[src/rtl/bdp_pkg.sv]
package bdp_pkg;

	localparam int LANES  = 16;
	localparam int LANE_W = 4;

	localparam logic [14:0] SUBNORM_LIMIT = 15'h0080;
	localparam logic [14:0] FINITE_LIMIT  = 15'h7F7F;
	localparam logic [9:0]  OVF_BOUND     = 10'd380;
	localparam logic [30:0] RANGE_LIMIT   = 31'h0F80_0000;
	localparam logic [31:0] QNAN          = 32'h7FC0_0000;
	localparam logic [31:0] RNE_BIAS      = 32'h0000_7FFF;

	typedef enum logic [1:0] {
		CAUSE_NONE     = 2'd0,
		CAUSE_UNSAFE   = 2'd1,
		CAUSE_OVERFLOW = 2'd2,
		CAUSE_RANGE    = 2'd3
	} cause_t;

	typedef struct packed {
		logic [15:0] x_even;
		logic [15:0] x_odd;
		logic [15:0] w_even;
		logic [15:0] w_odd;
		logic [1:0]  real_count;
		logic        last_pair;
	} item_t;

	typedef struct packed {
		logic [15:0] result_code;
		logic        native_ok;
		logic [1:0]  fallback_cause;
	} result_t;

	// Screen outcome known by the front once the last pair is taken.
	typedef struct packed {
		logic unsafe;
		logic ovf;
	} flags_t;

	// Per-pair control carried down the lane pipeline.
	typedef struct packed {
		logic [LANE_W-1:0] lane;
		logic              wrapped;
		logic              last;
		flags_t            flags;
	} meta_t;

	// Classified pair as queued between front and back.
	typedef struct packed {
		logic [15:0] xe;
		logic [15:0] xo;
		logic [15:0] we;
		logic [15:0] wo;
		meta_t       meta;
	} entry_t;

	// Result of the alignment half of the FP32 adder.
	typedef struct packed {
		logic        special;
		logic [31:0] spec_val;
		logic        sign;
		logic        zsign;
		logic [9:0]  exp;
		logic [27:0] mant;
	} align_t;

	// Subnormal values become zero of the same sign.
	function automatic logic [31:0] flush32(input logic [31:0] v);
		logic [31:0] r;
		r = v;
		if (v[30:23] == 8'h00) begin
			r = {v[31], 31'b0};
		end
		return r;
	endfunction

	// Exact product of two BF16 codes as FP32, subnormal inputs taken as zero.
	function automatic logic [31:0] bf16_mul(input logic [15:0] a, input logic [15:0] b);
		logic               s;
		logic               a_zero, b_zero, a_inf, b_inf, a_nan, b_nan;
		logic [15:0]        p;
		logic signed [10:0] e;
		logic [22:0]        frac;
		logic [31:0]        r;
		s      = a[15] ^ b[15];
		a_zero = (a[14:7] == 8'h00);
		b_zero = (b[14:7] == 8'h00);
		a_inf  = (a[14:7] == 8'hFF) && (a[6:0] == 7'h00);
		b_inf  = (b[14:7] == 8'hFF) && (b[6:0] == 7'h00);
		a_nan  = (a[14:7] == 8'hFF) && (a[6:0] != 7'h00);
		b_nan  = (b[14:7] == 8'hFF) && (b[6:0] != 7'h00);
		p      = {1'b1, a[6:0]} * {1'b1, b[6:0]};
		e      = $signed({3'b000, a[14:7]}) + $signed({3'b000, b[14:7]}) - 11'sd127;
		frac   = {p[13:0], 9'b0};
		if (p[15]) begin
			e    = e + 11'sd1;
			frac = {p[14:0], 8'b0};
		end
		if (a_nan || b_nan || (a_inf && b_zero) || (b_inf && a_zero)) begin
			r = QNAN;
		end else if (a_inf || b_inf) begin
			r = {s, 8'hFF, 23'b0};
		end else if (a_zero || b_zero) begin
			r = {s, 31'b0};
		end else if (e >= 11'sd255) begin
			r = {s, 8'hFF, 23'b0};
		end else if (e <= 11'sd0) begin
			r = {s, 31'b0};
		end else begin
			r = {s, e[7:0], frac};
		end
		return r;
	endfunction

	// First half of an FP32 add: order operands, align and add the mantissas.
	function automatic align_t fadd_align(input logic [31:0] a, input logic [31:0] b);
		logic [31:0] big, sml;
		logic [7:0]  eb, es, d;
		logic [26:0] mbig, msml, shifted;
		logic        sticky, a_nan, b_nan, a_inf, b_inf;
		align_t      r;
		r     = '0;
		a_nan = (a[30:23] == 8'hFF) && (a[22:0] != 23'h0);
		b_nan = (b[30:23] == 8'hFF) && (b[22:0] != 23'h0);
		a_inf = (a[30:23] == 8'hFF) && (a[22:0] == 23'h0);
		b_inf = (b[30:23] == 8'hFF) && (b[22:0] == 23'h0);
		if (a[30:0] >= b[30:0]) begin
			big = a;
			sml = b;
		end else begin
			big = b;
			sml = a;
		end
		eb   = (big[30:23] == 8'h00) ? 8'd1 : big[30:23];
		es   = (sml[30:23] == 8'h00) ? 8'd1 : sml[30:23];
		d    = eb - es;
		mbig = {(big[30:23] != 8'h00), big[22:0], 3'b000};
		msml = {(sml[30:23] != 8'h00), sml[22:0], 3'b000};
		if (d >= 8'd27) begin
			shifted = '0;
			sticky  = (msml != 27'h0);
		end else begin
			shifted = msml >> d;
			sticky  = ((msml & ((27'd1 << d) - 27'd1)) != 27'h0);
		end
		shifted = shifted | {26'b0, sticky};
		if (big[31] == sml[31]) begin
			r.mant  = {1'b0, mbig} + {1'b0, shifted};
			r.zsign = big[31];
		end else begin
			r.mant  = {1'b0, mbig} - {1'b0, shifted};
			r.zsign = 1'b0;
		end
		r.sign = big[31];
		r.exp  = {2'b00, eb};
		if (a_nan || b_nan || (a_inf && b_inf && (a[31] != b[31]))) begin
			r.special  = 1'b1;
			r.spec_val = QNAN;
		end else if (a_inf) begin
			r.special  = 1'b1;
			r.spec_val = a;
		end else if (b_inf) begin
			r.special  = 1'b1;
			r.spec_val = b;
		end
		return r;
	endfunction

	// Second half of an FP32 add: normalise, round to nearest even and pack.
	function automatic logic [31:0] fadd_norm(input align_t x);
		logic [9:0]  e;
		logic [4:0]  lz, sh;
		logic [26:0] n;
		logic [7:0]  ef;
		logic [30:0] mag;
		logic        up;
		logic [31:0] r;
		lz = 5'd0;
		for (int i = 0; i < 27; i++) begin
			if (x.mant[i]) begin
				lz = 5'(26 - i);
			end
		end
		if (x.mant[27]) begin
			n = x.mant[27:1] | {26'b0, x.mant[0]};
			e = x.exp + 10'd1;
		end else begin
			if ((x.exp - 10'd1) < {5'b0, lz}) begin
				sh = 5'(x.exp - 10'd1);
			end else begin
				sh = lz;
			end
			n = x.mant[26:0] << sh;
			e = x.exp - {5'b0, sh};
		end
		ef  = n[26] ? e[7:0] : 8'h00;
		up  = n[2] & (n[1] | n[0] | n[3]);
		mag = {ef, n[25:3]} + {30'b0, up};
		if (x.special) begin
			r = x.spec_val;
		end else if (x.mant == 28'h0) begin
			r = {x.zsign, 31'b0};
		end else if (e >= 10'd255) begin
			r = {x.sign, 8'hFF, 23'b0};
		end else begin
			r = {x.sign, mag};
		end
		return r;
	endfunction

endpackage

[src/rtl/bdp_lane.sv]
module bdp_lane (
	input  logic            clk,
	input  logic            arst_n,
	input  logic            en,
	input  logic            q_empty,
	input  bdp_pkg::entry_t q_data,
	output logic            q_pop,
	output logic            snap_v,
	output logic [31:0]     snap_lanes [bdp_pkg::LANES],
	output bdp_pkg::flags_t snap_flags
);
	import bdp_pkg::*;

	logic [31:0] lanes_q [LANES];
	logic        s1_v, s2_v, s3_v, s4_v, s5_v;
	entry_t      e_s1;
	logic [31:0] po_s2, pe_s2, pe_s3, pe_s4, acc_s4;
	align_t      a1_s3, a2_s5;
	meta_t       meta_s2, meta_s3, meta_s4, meta_s5;
	logic [31:0] acc2, sum5;

	assign q_pop = en && !q_empty;

	// A lane not yet used in this dot product starts from zero.
	assign acc2 = meta_s2.wrapped ? lanes_q[meta_s2.lane] : 32'h0;
	assign sum5 = flush32(fadd_norm(a2_s5));

	// Stage valid bits.
	always_ff @(posedge clk or negedge arst_n) begin
		if (!arst_n) begin
			s1_v   <= 1'b0;
			s2_v   <= 1'b0;
			s3_v   <= 1'b0;
			s4_v   <= 1'b0;
			s5_v   <= 1'b0;
			snap_v <= 1'b0;
		end else if (en) begin
			s1_v   <= !q_empty;
			s2_v   <= s1_v;
			s3_v   <= s2_v;
			s4_v   <= s3_v;
			s5_v   <= s4_v;
			snap_v <= s5_v && meta_s5.last;
		end
	end

	// The products, then the odd add, then the even add; each add is split into an align half and a normalise half.
	always_ff @(posedge clk) begin
		if (en) begin
			e_s1    <= q_data;
			po_s2   <= bf16_mul(e_s1.xo, e_s1.wo);
			pe_s2   <= bf16_mul(e_s1.xe, e_s1.we);
			meta_s2 <= e_s1.meta;
			a1_s3   <= fadd_align(acc2, po_s2);
			pe_s3   <= pe_s2;
			meta_s3 <= meta_s2;
			acc_s4  <= flush32(fadd_norm(a1_s3));
			pe_s4   <= pe_s3;
			meta_s4 <= meta_s3;
			a2_s5   <= fadd_align(acc_s4, flush32(pe_s4));
			meta_s5 <= meta_s4;
		end
	end

	// Lane write-back and, on the last pair, a copy of all lanes for the reduction.
	always_ff @(posedge clk) begin
		if (en && s5_v) begin
			lanes_q[meta_s5.lane] <= sum5;
		end
		if (en) begin
			snap_flags <= meta_s5.flags;
			for (int i = 0; i < LANES; i++) begin
				if (LANE_W'(i) == meta_s5.lane) begin
					snap_lanes[i] <= sum5;
				end else if (meta_s5.wrapped || (LANE_W'(i) < meta_s5.lane)) begin
					snap_lanes[i] <= lanes_q[i];
				end else begin
					snap_lanes[i] <= 32'h0;
				end
			end
		end
	end
endmodule

[config.mk]
export PLATFORM = sky130hd
export DESIGN_NAME = bdp_lane
export DESIGN_NICKNAME = d
export VERILOG_FILES = /design/src/rtl/bdp_pkg.sv /design/src/rtl/bdp_lane.sv
export SDC_FILE = /design/constraint.sdc
export NUM_CORES = 2
export LEC_CHECK = 0
export ABC_AREA = 1
export BUFFER_PORTS_ARGS = -buffer_cell sky130_fd_sc_hd__buf_4
export CELL_PAD_IN_SITES_DETAIL_PLACEMENT = 1
export CELL_PAD_IN_SITES_GLOBAL_PLACEMENT = 2
export CORE_UTILIZATION = 25
export CTS_CLUSTER_DIAMETER = 60
export DETAILED_ROUTE_END_ITERATION = 7
export PLACE_DENSITY = 0.7
export SYNTH_ARGS = -nofsm -noshare
export SYNTH_HDL_FRONTEND = slang
export SYNTH_SLANG_ARGS = --single-unit
[constraint.sdc]
create_clock -name clk -period 10.4 [get_ports clk]
set_input_delay 2.08 -clock clk [delete_from_list [all_inputs] [get_ports clk]]
set_output_delay 2.08 -clock clk [all_outputs]
set_load 0.03 [all_outputs]
# Yosys cells after proc, flatten, opt, wreduce, memory -nomap -nowiden
# Memory sizes are Yosys's and may differ from the RTL's. A register that Yosys moved wholly into a read port is not among the register bits.
# Cells that the tools add are included.
[op_classes]
addsub = 22
mul = 2
div = 0
order_cmp = 28
n_eq_ne = 27
shift = 6
n_mux = 154
bitwise = 16
n_reduce_logical = 104
[ops]
columns = ["op", "n"]
rows = [
  ["$mux W32", 49],
  ["$mux W31", 10],
  ["$mux W5", 60],
  ["$mux W27", 7],
  ["$or A27 B1 Y27", 4],
  ["$logic_not A23 Y1", 4],
  ["$mux W23", 4],
  ["$reduce_bool A23 Y1", 4],
  ["$logic_not A8 Y1", 11],
  ["$mux W33", 2],
  ["$eq A8 B8 Y1 const B", 8],
  ["$add A31 B1 Y31", 2],
  ["$ge A31 B31 Y1", 2],
  ["$add A27 B27 Y28", 2],
  ["$logic_not A28 Y1", 2],
  ["$mux W28", 2],
  ["$sub A27 B27 Y28", 2],
  ["$and A27 B27 Y27", 2],
  ["$reduce_bool A27 Y1", 2],
  ["$shl A1 B8 Y27 const A", 2],
  ["$shl A27 B5 Y27", 2],
  ["$shr A27 B8 Y27", 2],
  ["$sub A27 B1 Y27 const B", 2],
  ["$mux W8", 6],
  ["other kinds (42)", 166],
]
[totals]
reg_bits = 926
latch_bits = 0
ram_bits = 512
mem_bits_ro = 0
inputBits = 76
output_inout_bits = 516
word_cells = 437
n_memories = 1
[memory_table]
columns = ["name", "depth", "width", "read_ports", "rd_clocked_by_memory_dff", "write_ports", "line", "source"]
rows = [
  ["lanes_q", 16, 32, 17, 1, 1, "bdp_lane.sv:14", "logic [31:0] lanes_q [LANES];"],
]

# Longest topological paths before layout
[depth]
depth_word = 44
ltp_mapped = 78

# Worst setup path before layout
# OpenSTA, ideal clock, no wires.
[synth_path]
path_kind = "register to register"
startpoint = "register (tool-made name)"
endpoint = "register a1_s3[25] in the netlist's numbering (data pin)"
setup_time_ns = 0.257
t_arrival_ns = 10.236
required_ns = 10.143
setup_slack_ns = -0.093
path_stages_with_launch = 74
path_buffers = 11
period_less_slack_ns = 10.493
cell_sequence = "dfxtp_1 > buf_2 > clkbuf_1 > clkbuf_1 > clkbuf_1 > clkbuf_1 > o21ai_0 > o221ai_1 > o211ai_1 > a21oi_1 > inv_1 > ha_1 > o21ai_0 > a21oi_1 > o21ai_0 > a21oi_1 > nor2_1 > o21ai_0 > [38 not listed] > fa_1 > o31ai_1 > a221o_1 > a21oi_1 > o21bai_1 > nand3_1 > nand2_1 > a21oi_1 > inv_1 > a21oi_1 > o21bai_1 > a21oi_1 > o21bai_1 > a31oi_1 > o31ai_1 > nand2_1 > nand2_1 > xor2_1"
[synth_lines]
columns = ["element", "line", "source"]
rows = [
  ["end signal, assigned", "bdp_lane.sv:54", "a1_s3 <= fadd_align(acc2, po_s2);"],
  ["end, declared", "bdp_lane.sv:18", "align_t a1_s3, a2_s5;"],
]

==> impl_metrics.ini <==
[timing]
fin_ws_ps = 301
finalClockSkew_ps = 124
fin_crit_sh_pct = 97.1
fin_crit_ps = 10100
worst_pin_slew_ps = 1350
fmax_mhz = 99.0
drv_slew = 0
max_slew_margin_pct = 9.74
rsz0062_at_grt = true
setup_viol = 0
tns_ps = 0
hold_viol = 0

[clock_tree]
cts_tree = done
clk_pin_slew_ps = 60
clock_path_buffers = 4
cts_num_sinks = 1410
htree_num_levels = 4
clockRootBuffer = clkbuf_16
cts_buffers = 176
clock_latency_ps = 900

[grt]
grt_max_degree = 151
use_met3_pct = 3.57
grt_pass1_wl_um = 542000
grt_pass1_vias = 75429
grt_remaining_overflow = 0
antenna_found_initial = 23
grt_use_total_pct = 22.2
grt_use_met2_pct = 36.8
gr-max-usage-layer = met2
global_route.usage.met1_pct = 28.9

[yosys]
ys_warn_count = 0
syn-instance-count = 9169
syn_area_per_cell_um2 = 8.89
synth-edff-count = 1400
yosysSeqAreaShare_pct = 51.9
yosysUniqueCellTypes = 72
synth_seq_cells = 1410
async_flop_share_pct = 0.426
syn_area_mm2 = 0.0815
ys.flop_type = edfxtp_1

[detailed_routing]
ant_nets = 0
drt_iter0_markers = 6640
drt_first_pass_iters = 8
vias = 74848
drcViolationCount = 4
routed_wl_um = 382000
viasPerCell = 5.09
wl_per_cell_um = 26.0

[setup_path]
r2r_slack_ps = 300
r2r-end = a1_s3[25]$_DFFE_PP_
critical_path.max_fanout = 8
arrival_ps = 10630
critPathRequiredTime_ps = 10930
start_kind = flop
end_kind = flop
crit_type = flop to flop
worst_path_largest_cell_delay_ps = 410
reg2regPathDepth = 71
slowest_stage = o211ai_1
endpoint = a1_s3[25]$_DFFE_PP_

[layout]
layout-drive-gt1-share_pct = 18.6
fillers = 37790
final_core_util_pct = 31.6
area_growth_pct = 25.9
final_net_count = 10670

[floorplan]
coreArea_mm2 = 0.324
start_util_pct = 25.1
die_area_mm2 = 0.328
std_cell_rows = 209
die_h_um = 573
die_w_um = 573
io_pins = 592

[placed_design]
port_buffers = 591
dp_hpwl_um = 289000
dpl_worst_slack_ps = -937
globalplace.congestion = 0.933

[job]
maxCapViolations = 0

[pwr]
cellPowerDensity_mw_per_mm2 = 325
vdd_drop_max_uv = 217
p_leak_nw = 43.6

[run_status]
violations = design-rule violations
run_status = finished, violations left

[hold_path]
worstHoldPathType = flop to flop
## through the flow
step                area [um^2]  total power, mW  hold slack, ps  instances
floorplan                 81700             18.0             400       9212
global placement          94800             26.0             400      14276
detailed placement        94800             26.2             405      14276
CTS                      101000             32.6             418      14601
global route             103000             35.4             426      14696
finish                   103000             33.3             415      14700
## Yosys cell counts, types with 14 or more instances
| master | n | area [um^2] |
|---|---|---|
| nand2_1 | 1917 | 7200 |
| edfxtp_1 | 1400 | 42000 |
| nand3_1 | 1326 | 6640 |
| inv_1 | 926 | 3480 |
| nor2_1 | 841 | 3160 |
| o21ai_0 | 690 | 3450 |
| clkbuf_1 | 410 | 1540 |
| ha_1 | 284 | 3550 |
| a21oi_1 | 283 | 1420 |
| xor2_1 | 114 | 998 |
| o22ai_1 | 110 | 688 |
| o211ai_1 | 84 | 631 |
| fa_1 | 80 | 1600 |
| nand4_1 | 78 | 488 |
| nor3_1 | 72 | 360 |
| o221ai_1 | 63 | 552 |
| nor4_1 | 51 | 319 |
| buf_6 | 36 | 405 |
| buf_2 | 31 | 155 |
| a211oi_1 | 27 | 203 |
| o21ai_1 | 27 | 135 |
| buf_1 | 26 | 97.6 |
| o31ai_1 | 24 | 180 |
| a31oi_1 | 21 | 131 |
| or2_2 | 21 | 131 |
| o21bai_1 | 20 | 150 |
| clkinv_1 | 17 | 63.8 |
| a21boi_0 | 15 | 113 |
| mux2i_1 | 15 | 150 |
| xnor2_1 | 14 | 123 |
## logic make-up (layout without fill, tap and decap cells)
kind of cell,after synthesis,in the layout,synth area share (%)
compound gates,1451,1452,10.3
xor+xnor,128,128,1.38
fa+ha+maj,364,364,6.33
buf+inv,1461,2612,7.13
flops,1410,1410,51.9
mux,15,15,0.184
other cells,1,55,0.00460
simple gates,4339,4339,22.8
## report_power, final
group          internal [mW]  total (mW)  switching [mW]
logic                   6.42        19.2            12.8
clock network           3.52        6.09            2.57
registers               7.47        8.02           0.553
## critical path, delay by kind of cell (launching register included)
family | cells | cell delay, ps
fa+ha+maj | 5 | 1370
buf+inv | 17 | 1690
simple gates | 24 | 2880
flops | 1 | 350
compound gates | 23 | 3220
xor+xnor | 2 | 210
## per-layer routing
metal	share of wire (%)	wire length (um)	vias to the layer above
met2	47	179000	2926
li1	-	-	33758
met1	42	159000	37555
met3	6.9	26200	597
met5	0.020	77	-
met4	4.5	17300	12
## registers in the layout, indices dropped and copies added, names as in the netlist, 24 cells and up, named ones only
name	count
a2_s5	71
pe_s3	24
po_s2	24
pe_s4	24
lanes_q	512
e_s1	72
snap_lanes	512
a1_s3	71
acc_s4	32
pe_s2	24
## layout make-up
class	instances	area, um^2	share of cell area [%]
antenna	11	27.5	0.0268
sequential	1410	42300	41.2
timing repair buffer	1344	10800	10.5
clock inverter	106	1010	0.988
tap	4325	5410	5.27
inverter	954	3610	3.52
multi-input combinational	6342	34900	34.0
timing repair inverter	2	17.5	0.0171
clock buffer	206	4580	4.46
## repair_timing
| item | in CTS | in global routing |
|---|---|---|
| setup endpoints to repair | 30 | 42 |
| hold buffers | 0 | 0 |
| gates cloned | 1 | 23 |
| pin swaps | 12 | 135 |
| buffers inserted | 12 | 65 |
| gates resized for setup | 33 | 317 |
## layout by cell type (no fill, tap or decap), types with 46 or more instances in the layout
master and count:
o21ai_0 593, o21ai_1 70, edfxtp_1 1400, nand4_1 78
nand2_1 1896, ha_1 272, buf_4 1276, clkinv_1 46
o21ai_2 54, o221ai_1 60, clkbuf_16 192, o211ai_1 84
nor3_1 64, nand3_1 1316, a21oi_1 266, inv_1 901
fa_1 77, nor2_1 788, xor2_1 113, o22ai_1 95
## how the worst min path moves through the flow
| stage | startpoint | end | slack (ps) | depth (start not counted) |
|---|---|---|---|---|
| after floorplan | e_s1[0]$_DFFE_PP_ | meta_s2[0]$_DFFE_PP_ | 400 | 0 |
| after global placement | meta_s4[0]$_DFFE_PP_ | meta_s5[0]$_DFFE_PP_ | 400 | 0 |
| after detailed placement | pe_s3[13]$_DFFE_PP_ | pe_s4[13]$_DFFE_PP_ | 410 | 0 |
| after CTS | pe_s3[15]$_DFFE_PP_ | pe_s4[15]$_DFFE_PP_ | 420 | 0 |
| after global routing | meta_s2[1]$_DFFE_PP_ | meta_s3[1]$_DFFE_PP_ | 430 | 0 |
| final | pe_s2[13]$_SDFFCE_PP0P_ | pe_s3[13]$_DFFE_PP_ | 420 | 0 |
No activity file was read; power rests on OpenSTA's default activity.
