==> src/rtl/bdp_fifo.sv <==
module bdp_fifo #(
	parameter int WIDTH = 8,
	parameter int DEPTH = 4
) (
	input  logic             clk,
	input  logic             arst_n,
	input  logic             wr,
	input  logic [WIDTH-1:0] wdata,
	output logic             full,
	input  logic             rd,
	output logic [WIDTH-1:0] rdata,
	output logic             empty
);
	localparam int PTR_W = (DEPTH > 1) ? $clog2(DEPTH) : 1;
	localparam int CNT_W = $clog2(DEPTH + 1);

	logic [WIDTH-1:0] mem_q [DEPTH];
	logic [PTR_W-1:0] wr_ptr_q, rd_ptr_q;
	logic [CNT_W-1:0] count_q;
	logic             do_wr, do_rd;

	assign full  = (count_q == CNT_W'(DEPTH));
	assign empty = (count_q == '0);
	assign do_wr = wr && !full;
	assign do_rd = rd && !empty;
	assign rdata = mem_q[rd_ptr_q];

	// Pointers and fill count.
	always_ff @(posedge clk or negedge arst_n) begin
		if (!arst_n) begin
			wr_ptr_q <= '0;
			rd_ptr_q <= '0;
			count_q  <= '0;
		end else begin
			if (do_wr) begin
				wr_ptr_q <= (wr_ptr_q == PTR_W'(DEPTH - 1)) ? '0 : wr_ptr_q + 1'b1;
			end
			if (do_rd) begin
				rd_ptr_q <= (rd_ptr_q == PTR_W'(DEPTH - 1)) ? '0 : rd_ptr_q + 1'b1;
			end
			if (do_wr && !do_rd) begin
				count_q <= count_q + 1'b1;
			end else if (do_rd && !do_wr) begin
				count_q <= count_q - 1'b1;
			end
		end
	end

	// Storage for the waiting transfers.
	always_ff @(posedge clk) begin
		if (do_wr) begin
			mem_q[wr_ptr_q] <= wdata;
		end
	end
endmodule

==> config.mk <==
export PLATFORM = sky130hd
export DESIGN_NAME = bdp_fifo
export DESIGN_NICKNAME = d
export VERILOG_FILES = /design/src/rtl/bdp_fifo.sv
export SDC_FILE = /design/constraint.sdc
export NUM_CORES = 1
export LEC_CHECK = 0
export ABC_AREA = 1
export BUFFER_PORTS_ARGS = -buffer_cell sky130_fd_sc_hd__buf_4
export CORE_MARGIN = 2
export CORE_UTILIZATION = 56
export CTS_CLUSTER_SIZE = 10
export DETAILED_ROUTE_END_ITERATION = 10
export PLACE_DENSITY_LB_ADDON = 0.1
export SYNTH_ARGS = -nofsm -noshare
export SYNTH_HDL_FRONTEND = slang
export SYNTH_SLANG_ARGS = --single-unit
export TNS_END_PERCENT = 20
==> constraint.sdc <==
create_clock -name clk -period 1.9 [get_ports clk]
set_input_delay 0.38 -clock clk [delete_from_list [all_inputs] [get_ports clk]]
set_output_delay 0.38 -clock clk [all_outputs]
set_load 0.05 [all_outputs]
* Word-level counts from Yosys, hierarchy flattened
Memories as Yosys holds them, arrays and structs flattened.
Index checks and enable logic that the tools add are counted.
** Word-level totals
- Register bits after elaboration :: 7
- RAM bits :: 32
- Input bits :: 12
- Memories :: 1
** Operators by class
- Multiplexer cells :: 6
- Eq/ne operators :: 3
- $add $sub $neg :: 4
- Reduce and logical (&&, ||, !) cells :: 10
** Memories
- mem_q :: words 4, width 8, rd ports 1, clocked after memory_dff 0, wr ports 1, line 17 : logic [WIDTH-1:0] mem_q [DEPTH];
** Operators by type and width (count)
- 3-bit 2-to-1 mux :: 2
- 2-bit by 1-bit adder with 2-bit output, second input constant :: 2
- 2-bit equality test, second input constant :: 2
- 1-bit logical AND :: 4
- 1-bit zero test :: 4
- 2-bit 2-to-1 mux :: 2
- 3-bit by 1-bit adder with 3-bit output, second input constant :: 1
- 3-bit equality test, second input constant :: 1
- 3-bit zero test :: 1
- 3-bit by 1-bit subtractor with 3-bit output, second input constant :: 1
- 1-bit 2-to-1 mux :: 2
- 2-bit nonzero test :: 1

* Logic depth before layout (Yosys ltp)
Gate-level depths: netlist (run 1).
- Depth in word-level cells :: 7
- Gate-level depth with buffers :: 12
- Depth with buffers taken out :: 12

* Worst setup path before layout (run 1)
OpenSTA, ideal clock, no wires.
- Kind :: register -> register
- Start point :: reg count_q[0]
- End point :: reg count_q[1]
- Data arrival time :: 1.567 ns
- Clock period less this slack :: 1.693 ns
- Buffers on the path :: 0
- Stages on the path, launching flop included :: 10
- Setup time :: 0.126 ns
- Path slack :: 0.207 ns
- Path through :: dfrtp_1 -> inv_2 -> nand3_1 -> nand2_2 -> inv_1 -> ha_1 -> inv_1 -> fa_1 -> nand2_1 -> o21ai_0
** On the way
- Word-level cells in the longest chain between the ends :: 6
- Elaborated cells on any way between the ends :: 15
** RTL lines
- start: declaration :: line 19 : logic [CNT_W-1:0] count_q;
- start signal: assignment :: line 42 : count_q <= count_q + 1'b1;
- start signal: assignment :: line 44 : count_q <= count_q - 1'b1;
- 3-bit equality test (*) :: line 22 : assign full = (count_q == CNT_W'(DEPTH));
- 1-bit zero test (*) :: line 24 : assign do_wr = wr && !full;
- 1-bit logical AND (*) :: line 24
- net do_wr :: line 20 : logic do_wr, do_rd;
- 1-bit zero test :: line 43 : end else if (do_rd && !do_wr) begin
- 1-bit logical AND :: line 43
- 2-bit nonzero test (no line)
The timed path passes the listed nets; every way through them passes the cells marked *. The select of a mux whose other input is x is not followed.
A chain may end at the register's enable or synchronous reset.

* Final worst setup path (run 1)
- Start point :: reg rd_ptr_q[0]
- End point :: out rdata[3]
** On the way
- Word-level cells in the longest chain between the ends :: 1
** RTL lines
- start: declaration :: line 18 : logic [PTR_W-1:0] wr_ptr_q, rd_ptr_q;
- start signal: assignment :: line 39 : rd_ptr_q <= (rd_ptr_q == PTR_W'(DEPTH - 1)) ? '0 : rd_ptr_q + 1'b1;
- memory read 4 x 8 bit
- end: declaration :: line 11 : output logic [WIDTH-1:0] rdata,
Every way passes these cells.

==> results of run 1 <==
-- worst reg2reg max path: stages, from the launching register on --
cell     delay, ns
dfrtp_1       0.43
inv_1         0.11
nand3_2       0.12
nand2_2       0.10
ha_2          0.18
inv_1         0.06
fa_1          0.39
nand2_1       0.11
nand3_1       0.08
nand2_1       0.06
nand2_1       0.05
-- Yosys cell counts --
master / instances
nand2_1: 38
edfxtp_1: 32
inv_1: 31
o211ai_1: 15
dfrtp_1: 7
nand3_1: 7
ha_1: 6
nor2_1: 6
buf_6: 5
fa_1: 1
inv_2: 1
nand2_2: 1
nand4_1: 1
o211ai_2: 1
o21ai_0: 1
xnor2_1: 1
-- metrics by stage --
step                        util  instance area (um2)
after floorplan                -                 1759
after global placement    0.6500                 1968
after detailed placement  0.6500                 1968
after CTS                 0.6880                 2083
after global routing      0.6983                 2115
final                     0.6983                 2115
-- sequential cells by signal, indices dropped and copies added, names as in the netlist --
| signal | cells |
|---|---|
| mem_q | 32 |
| rd_ptr_q | 2 |
| wr_ptr_q | 2 |
| count_q | 3 |
-- worst min-delay path by stage --
stage | slack [ns] | to | depth (start not counted) | start
2_1_floorplan | 0.08 | count_q[0] | 0 | arst_n
3_3_place_gp | 0.20 | wr_ptr_q[0] | 1 | arst_n
3_5_place_dp | 0.20 | wr_ptr_q[1] | 1 | arst_n
4_1_cts | 0.22 | mem_q[2][4] | 1 | wdata[4]
5_1_grt | 0.21 | mem_q[2][5] | 1 | wdata[5]
6_report | 0.24 | mem_q[2][4] | 1 | wdata[4]
-- cell families after synthesis --
family | count (synthesis) | share of synthesized area
compound gates | 17 | 0.07397
buf+inv | 37 | 0.1003
flops | 39 | 0.6458
simple gates | 53 | 0.1209
xor+xnor | 1 | 0.004980
fa+ha+maj | 7 | 0.05405
-- power breakdown --
| group | switching [mW] | internal [mW] | total, mW |
|---|---|---|---|
| registers | 0.0939 | 1.15 | 1.24 |
| clock network | 0.262 | 0.409 | 0.671 |
| logic | 1.20 | 0.584 | 1.78 |
-- area by class of cell --
class | instances | area share
Inverter | 32 | 0.05680
Sequential cell | 39 | 0.5379
Tap cell | 44 | 0.02604
Clock buffer | 5 | 0.01775
Clock inverter | 3 | 0.03195
Timing Repair Buffer | 30 | 0.1112
Multi-Input combinational cell | 78 | 0.2183
-- repair_timing --
item | CTS | global route
hold buffers | 1 | 0
gates resized for setup | 0 | 7
endpoints found under the setup margin | 0 | 10
endpoints found under the hold margin | 7 | 0
buffers inserted | 0 | 1
-- cell usage in the layout (no fill, tap or decap) --
cell	Yosys	final
buf_4	0	28
nand2_2	1	2
fa_1	1	1
nand4_1	1	1
clkbuf_4	0	5
edfxtp_1	32	32
dfrtp_2	0	1
clkinvlp_4	0	1
bufinv_16	0	2
inv_1	31	31
o211ai_1	15	15
nand2_1	38	37
ha_1	6	5
o211ai_2	1	1
xnor2_1	1	1
dlygate4sd3_1	0	1
nand3_2	0	2
buf_8	0	1
nand3_1	7	5
o21ai_0	1	1
dfrtp_1	7	6
inv_2	1	1
ha_2	0	1
nor2_1	6	6
-- routing by layer --
layer / part of all wire / up-vias
met1: 0.44 / 514
met2: 0.51 / 19
met3: 0.041 / 4
li1: - / 572
met5: 0 / -
met4: 0.012 / 0
==> flow_summary.json, run 1 <==
{
  "status": "finished, final reports clean",
  "cpPeakStageDelay_ns": 0.40,
  "drcViolationCount": 0,
  "grt_util_met3": 0.04978,
  "multi_input_area_um2": 461.7,
  "leakage_nw": 0.9460,
  "cts_root_buf": "clkbuf_4",
  "n_fill_cell": 218,
  "crit_slowest_cell": "dfrtp_1",
  "ff2ff_setup_slack_ns": 0.13,
  "synth_cell_types": 16,
  "coreArea_mm2": 0.003028,
  "fin_ws_ns": 0.1230,
  "gp_congestion": 0.7714,
  "power_mw": 3.693,
  "antenna_left": 0,
  "busiest_layer": "met2",
  "clk_pin_slew_ns": 0.12,
  "io_buffers": 21,
  "cp-start-kind": "flop",
  "criticalPathCategory": "reg2out",
  "crit_end": "rdata[3]",
  "worstPathArrival_ns": 1.40,
  "fmax_ghz": 0.5627,
  "mappedNetlistArea_mm2": 0.001759,
  "startpoint": "rd_ptr_q[0]",
  "worst_path_dominant_cell_family": "flip-flops",
  "cts_inserted_buffers": 5,
  "area_growth_pct": 20.20,
  "cts_tree": "yes",
  "drv_slew": 0,
  "reg2reg_from": "count_q[2]",
  "finalCriticalPeriod_ns": 1.777,
  "post-place-cells": 221,
  "io_pins": 22,
  "wl_um": 2883,
  "preCtsSetupSlack_ns": 0.1140,
  "clk_latency_ns": 0.33,
  "cp.depth": 4,
  "met1_usage": 0.2401,
  "crit_chain": "buf_8, o211ai_1, nand2_1, buf_4",
  "clock_sinks": 39,
  "tightest_slew_ns": 0.2900,
  "p_per_area_mw_per_mm2": 1747,
  "antenna_cells": 0,
  "whs_ns": 0.2372,
  "ys_seq_area_frac": 0.6458,
  "crit_fanout": 35,
  "antenna_found_initial": 0,
  "fin_cells": 231,
  "grt_pass1_vias": 1102,
  "hold_violations": 0,
  "yosysWarnings": 0,
  "gr-usage-met2": 0.3075,
  "timing.final.crit_share": 0.9353,
  "crit_required_ns": 1.52,
  "fin_nets": 205,
  "synth_largest_area_cell": "edfxtp_1",
  "drive_gt1_frac": 0.2406,
  "h-tree-depth": 2,
  "cts_buffer_depth": 2,
  "worst_setup_path_end_kind": "output port",
  "syn_avg_cell_area_um2": 11.42,
  "synth.ff_latch_count": 39,
  "die_y_um": 60.05,
  "synthTopCellsByArea": "edfxtp_1 55%, dfrtp_1 10%, nand2_1 8.1%",
  "setup_tns_ns": 0,
  "worst_r2r_path_depth": 10,
  "post-dp-hpwl_um": 1955,
  "vdd_drop_max_v": 0.001179,
  "post_drt_wl_per_cell_um": 12.48,
  "grt_max_degree": 36,
  "syn_inst": 154,
  "chipWidth_um": 60.05,
  "hp-class": "in2reg",
  "reg2reg_to": "count_q[2]",
  "slew_headroom": 0.8064,
  "drt_iter0_drc": 38,
  "routed_via_density": 4.801,
  "start_util": 0.5810,
  "synth_top_area_frac": 0.5462,
  "cp_num_buf_inv": 2,
  "rows": 20,
  "seq_area_mm2": 0.001137,
  "cap_violations": 0,
  "setup_violations": 0,
  "first_pass_iters": 4,
  "num_vias": 1109,
  "design.die.area_mm2": 0.003606,
  "grt_pass1_wl_um": 4781,
  "finClkSkew_ns": 0.006626,
  "grt-ovfl-total": 0,
  "syn_nets": 173,
  "grt.total_usage": 0.1906
}
(Power assumes the default switching activity.)
==> run 2, diff against run 1 <==
CORE_UTILIZATION = 55   (was 56)
clock period = 1.93 ns   (was 1.9 ns; I/O delays follow)
==> flow_summary.json, run 2 (synthesis results as in run 1) <==
{
  "gp_congestion": 0.7800,
  "cts_inserted_buffers": 5,
  "slew_headroom": 0.8193,
  "die_y_um": 60.56,
  "cpPeakStageDelay_ns": 0.44,
  "grt.total_usage": 0.1827,
  "fin_nets": 203,
  "antenna_left": 0,
  "cts_buffer_depth": 2,
  "leakage_nw": 0.9153,
  "n_fill_cell": 251,
  "chipWidth_um": 60.56,
  "hp-class": "in2reg",
  "whs_ns": 0.2413,
  "hold_violations": 0,
  "first_pass_iters": 4,
  "fin_cells": 229,
  "post-place-cells": 220,
  "io_pins": 22,
  "setup_violations": 0,
  "largest_reg_flops": 32,
  "post_drt_wl_per_cell_um": 12.46,
  "timing.final.crit_share": 0.9246,
  "area_growth_pct": 16.86,
  "grt_pass1_wl_um": 4636,
  "antenna_found_initial": 0,
  "coreArea_mm2": 0.003053,
  "vdd_drop_max_v": 0.0008183,
  "criticalPathCategory": "reg2reg",
  "crit_required_ns": 2.15,
  "grt_max_degree": 36,
  "routed_via_density": 4.773,
  "grt-ovfl-total": 0,
  "cp_common_cell": "inv_1",
  "drv_slew": 0,
  "cp_num_buf_inv": 3,
  "fmax_ghz": 0.5604,
  "num_vias": 1093,
  "cts_tree": "yes",
  "wl_um": 2854,
  "io_buffers": 21,
  "clock_sinks": 39,
  "clk_latency_ns": 0.34,
  "post_cts_buffers": 0,
  "crit_chain": "inv_2, nand3_4, nand2_4, inv_1, ha_1, inv_1, fa_2, nand2_1, o21ai_0",
  "layout.cells.most_common_list": "37 x nand2_1, 32 x edfxtp_1, 30 x inv_1",
  "cap_violations": 0,
  "cp-start-kind": "flop",
  "start_util": 0.5762,
  "worst_setup_path_end_kind": "flop",
  "grt_pass1_vias": 1072,
  "cts_root_buf": "clkbuf_4",
  "crit_slowest_cell": "dfrtp_1",
  "antenna_cells": 0,
  "crit_fanout": 7,
  "drive_gt1_frac": 0.2270,
  "finalCriticalPeriod_ns": 1.784,
  "top_register": "mem_q",
  "clk_pin_slew_ns": 0.11,
  "final_common_cell": "nand2_1",
  "design.die.area_mm2": 0.003667,
  "post-dp-hpwl_um": 1952,
  "setup_tns_ns": 0,
  "drcViolationCount": 0,
  "h-tree-depth": 2,
  "worstPathArrival_ns": 2.00,
  "rsz0062_at_grt": "no",
  "reg_top3": "mem_q x32, count_q x3",
  "finClkSkew_ns": 0.009990,
  "drt_iter0_drc": 20,
  "tightest_slew_ns": 0.2707,
  "p_per_area_mw_per_mm2": 1631,
  "worst_path_dominant_cell_family": "adder cells",
  "status": "finished, final reports clean",
  "rows": 20
}
run 2: what timing repair did:
item | 4_1_cts | 5_1_grt
setup endpoints to repair | 0 | 8
hold buffers | 1 | 0
endpoints found under the hold margin | 7 | 0
resized for setup | 0 | 8
run 2: path summary, 6_finish.rpt:
| check | end | slack [ns] | depth (start not counted) | from |
|---|---|---|---|---|
| setup / recovery | count_q[1] | 0.15 | 9 | count_q[0] |
| setup reg to reg | count_q[1] | 0.15 | 9 | count_q[0] |
| hold reg to reg | wr_ptr_q[1] | 0.55 | 2 | wr_ptr_q[1] |
| hold / removal | mem_q[2][6] | 0.24 | 1 | wdata[6] |
| min in group asynchronous | count_q[0] | 0.40 | 2 | arst_n |
| max in group asynchronous | rd_ptr_q[1] | 1.41 | 2 | arst_n |
run 2: per-stage QoR:
stage | setup WS, ns | total power, mW | cell area (um2) | util
finish | 0.1456 | 3.353 | 2056 | 0.6734
global route | 0.004661 | 3.605 | 2056 | 0.6734
CTS | 0.02892 | 3.339 | 2024 | 0.6631
detailed placement | 0.04461 | 2.946 | 1961 | 0.6422
global placement | 0.1804 | 2.884 | 1961 | 0.6422
floorplan | 0.2369 | 2.532 | 1759 | -
run 2: layer usage:
layer,wire length [um],GRT usage
met1,1292,0.2197
met2,1401,0.3137
met3,120,0.05544
met4,40,0.06522
met5,0,0
run 2: power breakdown:
part / switching (mW) / internal, mW / total (mW)
clock network: 0.248 / 0.141 / 0.389
registers: 0.0965 / 1.13 / 1.23
logic: 1.18 / 0.557 / 1.74
total: 1.53 / 1.83 / 3.35
run 2: layout make-up:
| type | instances | area (um2) | share of cell area |
|---|---|---|---|
| sequential | 39 | 1136 | 0.5526 |
| timing repair buffer | 28 | 216.5 | 0.1053 |
| clock buffer | 6 | 41.29 | 0.02009 |
| tap | 44 | 55.05 | 0.02678 |
| clock inverter | 2 | 12.51 | 0.006086 |
| inverter | 32 | 120.1 | 0.05843 |
| multi-input combinational | 78 | 474.2 | 0.2307 |
==> run 3, diff against run 2 <==
CORE_ASPECT_RATIO = 0.9   (was not set)
==> flow_summary.json, run 3 (synthesis results as in run 1) <==
{
  "status": "finished, final reports clean",
  "hold_violations": 0,
  "antenna_found_initial": 0,
  "antenna_left": 0,
  "clk_pin_slew_ns": 0.11,
  "hp-class": "in2reg",
  "timing.final.crit_share": 0.9612,
  "drive_gt1_frac": 0.2228,
  "ff2ff_setup_slack_ns": 0.07,
  "worstPathArrival_ns": 2.07,
  "utilization": 0.6805,
  "io_pins": 22,
  "top_register": "mem_q",
  "io_buffers": 21,
  "cp-start-kind": "flop",
  "cpPeakStageDelay_ns": 0.44,
  "tightest_slew_ns": 0.3057,
  "grt.total_usage": 0.1846,
  "gp_congestion": 0.7255,
  "cts_root_buf": "clkbuf_4",
  "seq_area_mm2": 0.001136,
  "post_cts_buffers": 0,
  "chipWidth_um": 63.62,
  "coreArea_mm2": 0.003043,
  "leakage_nw": 0.9253,
  "cap_violations": 0,
  "cts_buffer_depth": 2,
  "n_fill_cell": 245,
  "first_pass_iters": 4,
  "die_y_um": 57.66,
  "num_vias": 1109,
  "setup_violations": 0,
  "grt_pass1_wl_um": 4892,
  "multi_input_area_um2": 474.2,
  "postPlaceCellArea_mm2": 0.001958,
  "largest_reg_flops": 32,
  "routed_via_density": 4.907,
  "crit_fanout": 7,
  "layout.cells.most_common_list": "37 x nand2_1, 32 x edfxtp_1, 30 x inv_1",
  "worst_r2r_path_depth": 9,
  "reg_top3": "mem_q x32, count_q x3",
  "post_drt_wl_per_cell_um": 13.28,
  "fmax_ghz": 0.5391,
  "crit_chain": "inv_2, nand3_4, nand2_4, inv_1, ha_1, inv_1, fa_2, nand2_1, o21ai_0",
  "rows": 19,
  "crit_required_ns": 2.15,
  "clock_sinks": 39,
  "post-dp-hpwl_um": 2077,
  "cp_common_cell": "inv_1",
  "grt-ovfl-total": 0,
  "design.die.area_mm2": 0.003668,
  "fin_area_mm2": 0.002071,
  "criticalPathCategory": "reg2reg",
  "wl_um": 3001,
  "grt_pass1_vias": 1096,
  "antenna_cells": 0,
  "vdd_drop_max_v": 0.001077,
  "power_mw": 3.496,
  "slew_headroom": 0.7960,
  "min_path_cells": 1,
  "drcViolationCount": 0,
  "clk_latency_ns": 0.35,
  "finalCriticalPeriod_ns": 1.855,
  "area_growth_pct": 17.71,
  "rsz0062_at_grt": "yes",
  "drv_slew": 0,
  "grt_max_degree": 36,
  "start_util": 0.5781,
  "cts_inserted_buffers": 5,
  "fin_nets": 203,
  "worst_setup_path_end_kind": "flop",
  "drt_iter0_drc": 28,
  "cts_tree": "yes",
  "h-tree-depth": 2,
  "final_common_cell": "nand2_1",
  "finClkSkew_ns": 0.004568,
  "crit_slowest_cell": "dfrtp_1",
  "p_per_area_mw_per_mm2": 1688
}
run 3: changes by cell type in the layout (fill, tap and decap cells not counted):
cell,previous run,this run
bufinv_16,0,1
clkinvlp_4,1,0
clkinv_2,1,0
run 3: area by class of cell:
cell class              instances  area share
clock buffers                   6     0.01994
clock inverters                 1     0.01450
multi-input cells              78      0.2290
well taps                      42     0.02538
repair buffers                 28      0.1045
inverters                      32     0.05801
flip-flops and latches         39      0.5486
run 3: final timing paths:
path,start,to
max,count_q[0],count_q[1]
min,wdata[5],mem_q[1][5]
max reg2reg,count_q[0],count_q[1]
min reg2reg,wr_ptr_q[1],wr_ptr_q[1]
max in group asynchronous,arst_n,rd_ptr_q[1]
min in group asynchronous,arst_n,count_q[0]
run 3: repair_timing:
item,CTS,global route
setup endpoints to repair,0,10
gates resized for setup,0,8
hold buffers,1,0
hold endpoints to repair,7,0
run 3: stage by stage:
| stage | std cells | hold WS [ns] | setup TNS [ns] | setup WS, ns |
|---|---|---|---|---|
| after detailed placement | 218 | 0.2055 | 0 | 0.07565 |
| final | 226 | 0.2333 | 0 | 0.07491 |
| after global placement | 218 | 0.2043 | 0 | 0.1673 |
| after CTS | 226 | 0.2250 | 0 | 0.05579 |
| after global routing | 226 | 0.2203 | -0.05874 | -0.05874 |
| after floorplan | 154 | 0.09041 | 0 | 0.2369 |
run 3: metal layers:
layer  part of all wire  vias up  GRT usage  wire length, um
met5                  0        -          0                0
met4              0.016        0    0.06522               49
met3              0.042        6    0.06019              126
met2               0.52       19     0.3398             1558
met1               0.42      520     0.2013             1266
li1                   -      564          -                -
run 3: power by group:
group          internal [mW]  leakage [nW]  switching, mW  total, mW
combinational          0.556         0.509           1.19       1.74
clock                  0.267        0.0383          0.254      0.521
sequential              1.13         0.378          0.103       1.23
run 3: critical path, delay by kind of cell, from the launching register on:
kind                     cells  cell delay [ns]
adder cells (fa/ha/maj)      2             0.63
buffers and inverters        3             0.26
flip-flops                   1             0.44
AO/OA/AOI/OAI                1             0.11
AND/OR/NAND/NOR              3             0.29
